**src/hw/rtl/glyph_stroke_decoder_core_defines.svh**
```systemverilog
// Assertion macros used by the glyph stroke decoder controller.
`ifndef GLYPH_STROKE_DECODER_CORE_DEFINES_SVH
`define GLYPH_STROKE_DECODER_CORE_DEFINES_SVH

// Check that holds in the same cycle as its trigger.
`define GSD_ASSERT_SAME(label, clk, rstn, ante, cons) \
    label: assert property (@(posedge clk) disable iff (!(rstn)) (ante) |-> (cons)) \
        else $error("gsd: same-cycle check failed");

// Check that holds in the cycle after its trigger.
`define GSD_ASSERT_NEXT(label, clk, rstn, ante, cons) \
    label: assert property (@(posedge clk) disable iff (!(rstn)) (ante) |=> (cons)) \
        else $error("gsd: next-cycle check failed");

`endif

```
**src/hw/rtl/gsd_pkg.sv**
```systemverilog
// Shared types and constants of the glyph stroke decoder.
`timescale 1ns / 1ps

package gsd_pkg;

    localparam logic [1:0] CMD_WRITE_ENTRY = 2'd0;
    localparam logic [1:0] CMD_WRITE_BYTE  = 2'd1;
    localparam logic [1:0] CMD_SELECT      = 2'd2;
    localparam logic [1:0] CMD_NEXT        = 2'd3;

    localparam logic [2:0] ST_ACK      = 3'd0;
    localparam logic [2:0] ST_DRAW     = 3'd1;
    localparam logic [2:0] ST_MOVE     = 3'd2;
    localparam logic [2:0] ST_END      = 3'd3;
    localparam logic [2:0] ST_BADCUR   = 3'd4;
    localparam logic [2:0] ST_NOTFOUND = 3'd5;

    localparam logic [7:0] BYTE_MOVE = 8'hCE;
    localparam logic [7:0] BYTE_END  = 8'h63;

    localparam int          CURSOR_W       = 18;
    localparam logic [17:0] CURSOR_INVALID = 18'h3FFFF;

    localparam int         CFG_IDX_W       = 1;
    localparam int         CFG_DATA_W      = 18;
    localparam logic [0:0] CFG_ENTRY_COUNT = 1'b0;
    localparam logic [0:0] CFG_DATA_SIZE   = 1'b1;

    typedef struct packed {
        logic [1:0]        command;
        logic [11:0]       entry_slot;
        logic [15:0]       glyph_number;
        logic [16:0]       glyph_offset;
        logic [16:0]       data_address;
        logic signed [7:0] data_byte;
    } gsd_in_t;

    typedef struct packed {
        logic [2:0]        status;
        logic signed [7:0] point_x;
        logic signed [7:0] point_y;
        logic [16:0]       cursor;
    } gsd_out_t;

    typedef struct packed {
        logic take;
        logic srch_probe;
        logic srch_miss;
        logic srch_step;
        logic pt_start;
        logic pt_eval;
        logic pt_y;
        logic out_load;
    } gsd_ctl_t;

    typedef struct packed {
        logic srch_open;
        logic srch_hit;
        logic pt_cur_bad;
        logic pt_move_first;
        logic pt_next_bad;
        logic pt_is_end;
    } gsd_sts_t;

endpackage

```
**src/hw/rtl/gsd_controller.sv**
```systemverilog
// Command sequencer of the glyph stroke decoder.
`timescale 1ns / 1ps
`include "glyph_stroke_decoder_core_defines.svh"

module gsd_controller (
    input  logic             aclk,
    input  logic             aresetn,
    input  logic             s_valid,
    output logic             s_ready,
    input  logic [1:0]       s_command,
    output logic             m_valid,
    input  logic             m_ready,
    input  gsd_pkg::gsd_sts_t sts,
    output gsd_pkg::gsd_ctl_t ctl
);

    typedef enum logic [6:0] {
        S_IDLE       = 7'b0000001,
        S_SRCH_ISSUE = 7'b0000010,
        S_SRCH_EVAL  = 7'b0000100,
        S_PT_START   = 7'b0001000,
        S_PT_EVAL    = 7'b0010000,
        S_PT_Y       = 7'b0100000,
        S_EMIT       = 7'b1000000
    } gsd_state_t;

    gsd_state_t state_reg, state_next;
    logic       out_valid_reg, out_valid_next;
    logic       out_free;

    assign out_free = !out_valid_reg || m_ready;
    assign s_ready  = (state_reg == S_IDLE);
    assign m_valid  = out_valid_reg;

    always_comb begin
        state_next = state_reg;
        ctl        = '0;
        unique case (state_reg)
            S_IDLE: begin
                if (s_valid) begin
                    ctl.take = 1'b1;
                    unique case (s_command)
                        gsd_pkg::CMD_SELECT: state_next = S_SRCH_ISSUE;
                        gsd_pkg::CMD_NEXT:   state_next = S_PT_START;
                        default:             state_next = S_EMIT;
                    endcase
                end
            end
            S_SRCH_ISSUE: begin
                if (sts.srch_open) begin
                    ctl.srch_probe = 1'b1;
                    state_next     = S_SRCH_EVAL;
                end else begin
                    ctl.srch_miss = 1'b1;
                    state_next    = S_EMIT;
                end
            end
            S_SRCH_EVAL: begin
                ctl.srch_step = 1'b1;
                state_next    = sts.srch_hit ? S_EMIT : S_SRCH_ISSUE;
            end
            S_PT_START: begin
                ctl.pt_start = 1'b1;
                state_next   = sts.pt_cur_bad ? S_EMIT : S_PT_EVAL;
            end
            S_PT_EVAL: begin
                ctl.pt_eval = 1'b1;
                if (sts.pt_move_first) begin
                    state_next = sts.pt_next_bad ? S_EMIT : S_PT_EVAL;
                end else if (sts.pt_is_end || sts.pt_next_bad) begin
                    state_next = S_EMIT;
                end else begin
                    state_next = S_PT_Y;
                end
            end
            S_PT_Y: begin
                ctl.pt_y   = 1'b1;
                state_next = S_EMIT;
            end
            S_EMIT: begin
                if (out_free) begin
                    ctl.out_load = 1'b1;
                    state_next   = S_IDLE;
                end
            end
            default: state_next = S_IDLE;
        endcase
    end

    always_comb begin
        out_valid_next = out_valid_reg;
        if (ctl.out_load) begin
            out_valid_next = 1'b1;
        end else if (m_ready) begin
            out_valid_next = 1'b0;
        end
    end

    always_ff @(posedge aclk) begin
        if (!aresetn) begin
            state_reg     <= S_IDLE;
            out_valid_reg <= 1'b0;
        end else begin
            state_reg     <= state_next;
            out_valid_reg <= out_valid_next;
        end
    end

    `GSD_ASSERT_SAME(a_load_into_free_slot, aclk, aresetn, ctl.out_load, out_free)
    `GSD_ASSERT_SAME(a_result_after_emit, aclk, aresetn, $rose(out_valid_reg), $past(state_reg == S_EMIT))
    `GSD_ASSERT_NEXT(a_next_enters_point, aclk, aresetn, s_valid && s_ready && (s_command == gsd_pkg::CMD_NEXT), state_reg == S_PT_START)
    `GSD_ASSERT_NEXT(a_search_loops, aclk, aresetn, (state_reg == S_SRCH_EVAL) && !sts.srch_hit, state_reg == S_SRCH_ISSUE)

endmodule

```
**config.mk**
```make
export PLATFORM = sky130hd
export DESIGN_NAME = gsd_controller
export DESIGN_NICKNAME = d
export VERILOG_FILES = /design/src/hw/rtl/gsd_pkg.sv /design/src/hw/rtl/gsd_controller.sv
export VERILOG_INCLUDE_DIRS = /design/src /design/src/hw/rtl
export SDC_FILE = /design/constraint.sdc
export NUM_CORES = 1
export LEC_CHECK = 0
export BUFFER_PORTS_ARGS = -buffer_cell sky130_fd_sc_hd__buf_2
export CORE_MARGIN = 10
export CORE_UTILIZATION = 34
export CTS_CLUSTER_DIAMETER = 50
export DETAILED_ROUTE_END_ITERATION = 8
export GPL_TIMING_DRIVEN = 0
export SLEW_MARGIN = 20
export SYNTH_ARGS = -nofsm -noshare
export SYNTH_HDL_FRONTEND = slang
export SYNTH_SLANG_ARGS = --single-unit
```
**constraint.sdc**
```tcl
create_clock -name aclk -period 4.3 [get_ports aclk]
set_clock_uncertainty 0.05 [all_clocks]
set_input_delay 1.075 -clock aclk [delete_from_list [all_inputs] [get_ports aclk]]
set_output_delay 1.075 -clock aclk [all_outputs]
set_load 0.02 [all_outputs]
```
==> flow_summary.ini, run 1 <==
[finish]
fillers = 179
layout.nets = 113
largest_reg_flops = 7
seq_area_um2 = 160
final_common_cell = buf_2
multi_input_area_um2 = 382
n_antenna_cell = 0
layout_common_cells = 23 x buf_2, 9 x nor2_1, 8 x dfxtp_1, 6 x nand2_1, 6 x inv_1
drive_above_1_share_pct = 36.4
syn2layout_area_growth_pct = 26.4

[global_routing]
overflow = 0
grt.total_usage_pct = 8.97
grt_pass1_vias = 588
grt_pass1_wl_um = 2590
antenna_found_initial = 0
grt_max_degree = 11

[clock_network]
clk-insertion-delay-late_ns = 0.27
clkSinkCount = 8
path_clk_slew_ns = 0.06
cts_buffer_depth = 2
root_buffer = clkbuf_4
post_cts_buffers = 0
htreeDepth = 1
cts_tree = built
cts_buffers = 3
postCtsHoldBufs = 0
ctsResizeCount = 0

[sta]
slew_viol_final = 0
fin_crit_ns = 2.90
finalSetupTns_ns = 0
finalHoldViolations = 0
setup_violations = 0
worst_pin_slew_ns = 0.436
max_slew_margin_pct = 70.7
fmax_ghz = 0.345
rsz0062_at_grt = no
fin_crit_sh_pct = 67.5

[detailed_routing]
drcViolationCount = 0
drt_pre_antenna_iters = 3
drtIter0Drc = 18
ant_nets = 0
vias = 603
wire_per_inst_um = 12.3
via_per_inst = 4.86
drt_wl_total_um = 1530

[critical_path]
required_ns = 3.17
critPathMaxFanout = 9
startpoint_type = register
end_kind = output port
cp.arrival_ns = 1.78
path_class = register to output port

[job]
maxCapViolCount = 0

[synthesis]
synth_top_area_share_pct = 26.6
synth-main-ff-cell = dfxtp_1
yosysWarnings = 0
synth_top_area_cell = dfxtp_1
synth.area.top_cells = dfxtp_1 27%, nor4b_4 7.9%, nor2_1 5.6%, nor3_1 4.2%, inv_1 3.7%
synth-edff-count = 0
yosysSeqAreaShare_pct = 26.6
netlist_area_um2 = 602
synth_area_per_cell_um2 = 8.02
async_flop_share_pct = 0
ys_types = 36
synth_fp_nets = 87
ys_ff_latch = 8
synth_cells = 75

[placement]
gp_congestion = 0.756
place_hpwl_um = 1250
io_buffer_count = 21

[worst_hold_path]
hold_class = register to register

[floorplanning]
die_area_um2 = 3850
chipWidth_um = 62.1
fp-row-count = 15
initial_core_util_pct = 35.2
coreArea_um2 = 1710
die_y_um = 62.1
ios = 22

[status]
status = complete, no violations

[power_and_ir_drop]
totalPowerFinal_mw = 0.217
ir_drop_mv = 0.146
p_per_area_nw_per_um2 = 285
p_leak_nw = 0.354
[final cells by class]
type                       count  area share, %
buffer                         6           4.93
clock buffer                   3           2.96
inverter                       6           2.96
multi-input combinational     55           50.2
sequential                     8           21.1
tap                           25           4.11
timing repair buffer          21           13.8
[worst paths after layout]
check,start,end,slack [ns],cells after the start
min,state_reg[6]$_SDFFE_PN0P_,m_valid$_SDFFE_PN0P_,0.55,2
max,state_reg[2]$_SDFFE_PN0P_,ctl[7],1.40,7
min reg2reg,state_reg[6]$_SDFFE_PN0P_,m_valid$_SDFFE_PN0P_,0.55,2
max reg2reg,state_reg[2]$_SDFFE_PN0P_,state_reg[6]$_SDFFE_PN0P_,2.55,5
[cell families after synthesis]
kind of cell	synth area share [%]
AND/OR/NAND/NOR	45.7
AO/OA/AOI/OAI	16.2
buffers and inverters	9.98
flip-flops	26.6
XOR/XNOR	1.46
[worst max-delay path, cell delays in order (launching register included)]
cell and delay (ns):
dfxtp_1 0.30, clkbuf_2 0.17, nor4_2 0.48, nand2_1 0.17, inv_1 0.12, nand2_1 0.07, inv_1 0.05, buf_2 0.15
[power breakdown]
| group | switching [mW] | leakage [nW] | internal, mW |
|---|---|---|---|
| logic | 0.0431 | 0.276 | 0.0308 |
| registers | 0.00324 | 0.0649 | 0.0783 |
| clock network | 0.0289 | 0.0138 | 0.0322 |
| total | 0.0752 | 0.354 | 0.141 |
[cell usage after synthesis (2+ instances only)]
cell type	n
nand4b_1	2
inv_1	6
buf_2	2
nor4b_4	2
nor3b_1	3
o21ai_0	3
nand3b_1	3
nor2_1	9
nor2b_1	2
dfxtp_1	8
nand2_1	6
nor3_1	5
[per-stage QoR]
stage	hold WS [ns]	cell area, µm²	utilization (%)	cells	worst slack, ns
3_3_place_gp	0.537	738	43.2	121	1.47
5_1_grt	0.600	761	44.5	124	1.17
2_1_floorplan	0.500	602	-	75	1.74
3_5_place_dp	0.533	738	43.2	121	1.46
4_1_cts	0.544	761	44.5	124	1.38
6_report	0.549	761	44.5	124	1.40
[metal layers]
metal | track usage, % | wire length (µm) | up-vias | part of all wire [%]
met5 | 0 | 0 | - | 0
met3 | 4.07 | 86 | 5 | 5.6
li1 | - | - | 317 | -
met2 | 13.7 | 740 | 12 | 48
met4 | 2.87 | 23 | 0 | 1.5
met1 | 10.9 | 676 | 269 | 44
Power figures use the tool's default switching activity.
==> inputs of run 2 (changes only) <==
Clock period 4.3 ns to 2.5 ns, I/O delays scaled along.
==> flow_summary.ini, run 2 (synthesis results as in run 1) <==
[placement]
io_buffer_count = 21
gp_congestion = 0.756
place_hpwl_um = 1250

[critical_path]
end_kind = output port
startpoint_type = register
required_ns = 1.82
cp.arrival_ns = 1.75
ff2ff_setup_slack_ns = 0.84
critPathMaxFanout = 6
path_class = register to output port

[sta]
fin_crit_sh_pct = 97.1
fin_crit_ns = 2.43
max_slew_margin_pct = 78.1
rsz0062_at_grt = no
finalSetupTns_ns = 0
fmax_ghz = 0.412
finalHoldViolations = 0
setup_violations = 0
worst_pin_slew_ns = 0.326
slew_viol_final = 0

[detailed_routing]
via_per_inst = 4.95
drt_wl_total_um = 1550
wire_per_inst_um = 12.4
ant_nets = 0
vias = 619
drcViolationCount = 0
drtIter0Drc = 14
drt_pre_antenna_iters = 3

[floorplanning]
die_area_um2 = 3850
fp-row-count = 15
initial_core_util_pct = 35.2
die_y_um = 62.1
ios = 22
coreArea_um2 = 1710
chipWidth_um = 62.1

[power_and_ir_drop]
p_leak_nw = 0.364
ir_drop_mv = 0.252
p_per_area_nw_per_um2 = 487

[finish]
layout.nets = 114
final_util_pct = 45.5
layout_common_cells = 23 x buf_2, 9 x nor2_1, 8 x dfxtp_1, 6 x nand2_1, 6 x inv_1
drive_above_1_share_pct = 37.0
syn2layout_area_growth_pct = 29.1
final_common_cell = buf_2
n_antenna_cell = 0
largest_reg_flops = 7

[job]
maxCapViolCount = 0

[clock_network]
clk-insertion-delay-late_ns = 0.27
clkSinkCount = 8
cts_tree = built
cts_buffers = 3
htreeDepth = 1
cts_buffer_depth = 2
path_clk_slew_ns = 0.05
root_buffer = clkbuf_4

[global_routing]
grt_pass1_vias = 588
grt_max_degree = 11
overflow = 0
grt.total_usage_pct = 8.97
grt_pass1_wl_um = 2590
antenna_found_initial = 0

[status]
status = complete, no violations

[worst_hold_path]
hold_class = input pin to register
## run 2: changes by cell type in the layout (fill, tap and decap cells not counted), sizes merged
cell and delta:
buf +1
## run 2: worst paths after layout
path | startpoint | endpoint | cells after the start
worst min-delay path | sts[0] | state_reg[5]$_SDFFE_PN0P_ | 2
worst min register to register | state_reg[6]$_SDFFE_PN0P_ | m_valid$_SDFFE_PN0P_ | 2
worst max-delay path | state_reg[6]$_SDFFE_PN0P_ | ctl[3] | 3
worst max register to register | state_reg[6]$_SDFFE_PN0P_ | state_reg[5]$_SDFFE_PN0P_ | 3
## run 2: worst max-delay path, cell delays in order, from the launching register on
cell and delay, ns:
dfxtp_1 0.38, or4_4 0.63, nor4b_4 0.27, buf_2 0.21
## run 2: layout make-up
cell class / count / area, µm²
multi-input cells: 55 / 390
flip-flops and latches: 8 / 160
well taps: 25 / 31.3
repair buffers: 22 / 113
clock buffers: 3 / 22.5
fillers: 177 / 931
plain buffers: 6 / 37.5
inverters: 6 / 22.5
## run 2: report_power, final
part	switching (mW)	total, mW	internal, mW
Clock	0.0489	0.104	0.0553
Sequential	0.00645	0.141	0.135
Combinational	0.0754	0.133	0.0574
Total	0.131	0.378	0.247
## run 2: per-layer routing
metal,routed length (µm),up-vias,GRT usage (%),share of wire (%)
met5,0,-,0,0
met4,20,0,2.87,1.3
met3,90,5,4.07,5.8
met2,775,12,13.7,50
met1,667,282,10.9,43
li1,-,320,-,-
## run 2: per-stage QoR
stage | hold slack (ns) | area (µm²) | setup slack (ns) | instances | total power, mW
6_report | 0.491 | 777 | 0.0732 | 125 | 0.378
3_3_place_gp | 0.537 | 738 | 0.346 | 121 | 0.267
3_5_place_dp | 0.533 | 738 | 0.335 | 121 | 0.270
5_1_grt | 0.495 | 777 | 0.0166 | 125 | 0.403
2_1_floorplan | 0.500 | 602 | 0.420 | 75 | 0.234
4_1_cts | 0.486 | 761 | 0.0336 | 124 | 0.376
## run 2: timing repair
item / in CTS / in global routing
gates resized for setup: 0 / 1
hold endpoints to repair: 0 / 0
setup endpoints to repair: 0 / 4
hold buffers: 0 / 0
setup buffers: 0 / 1
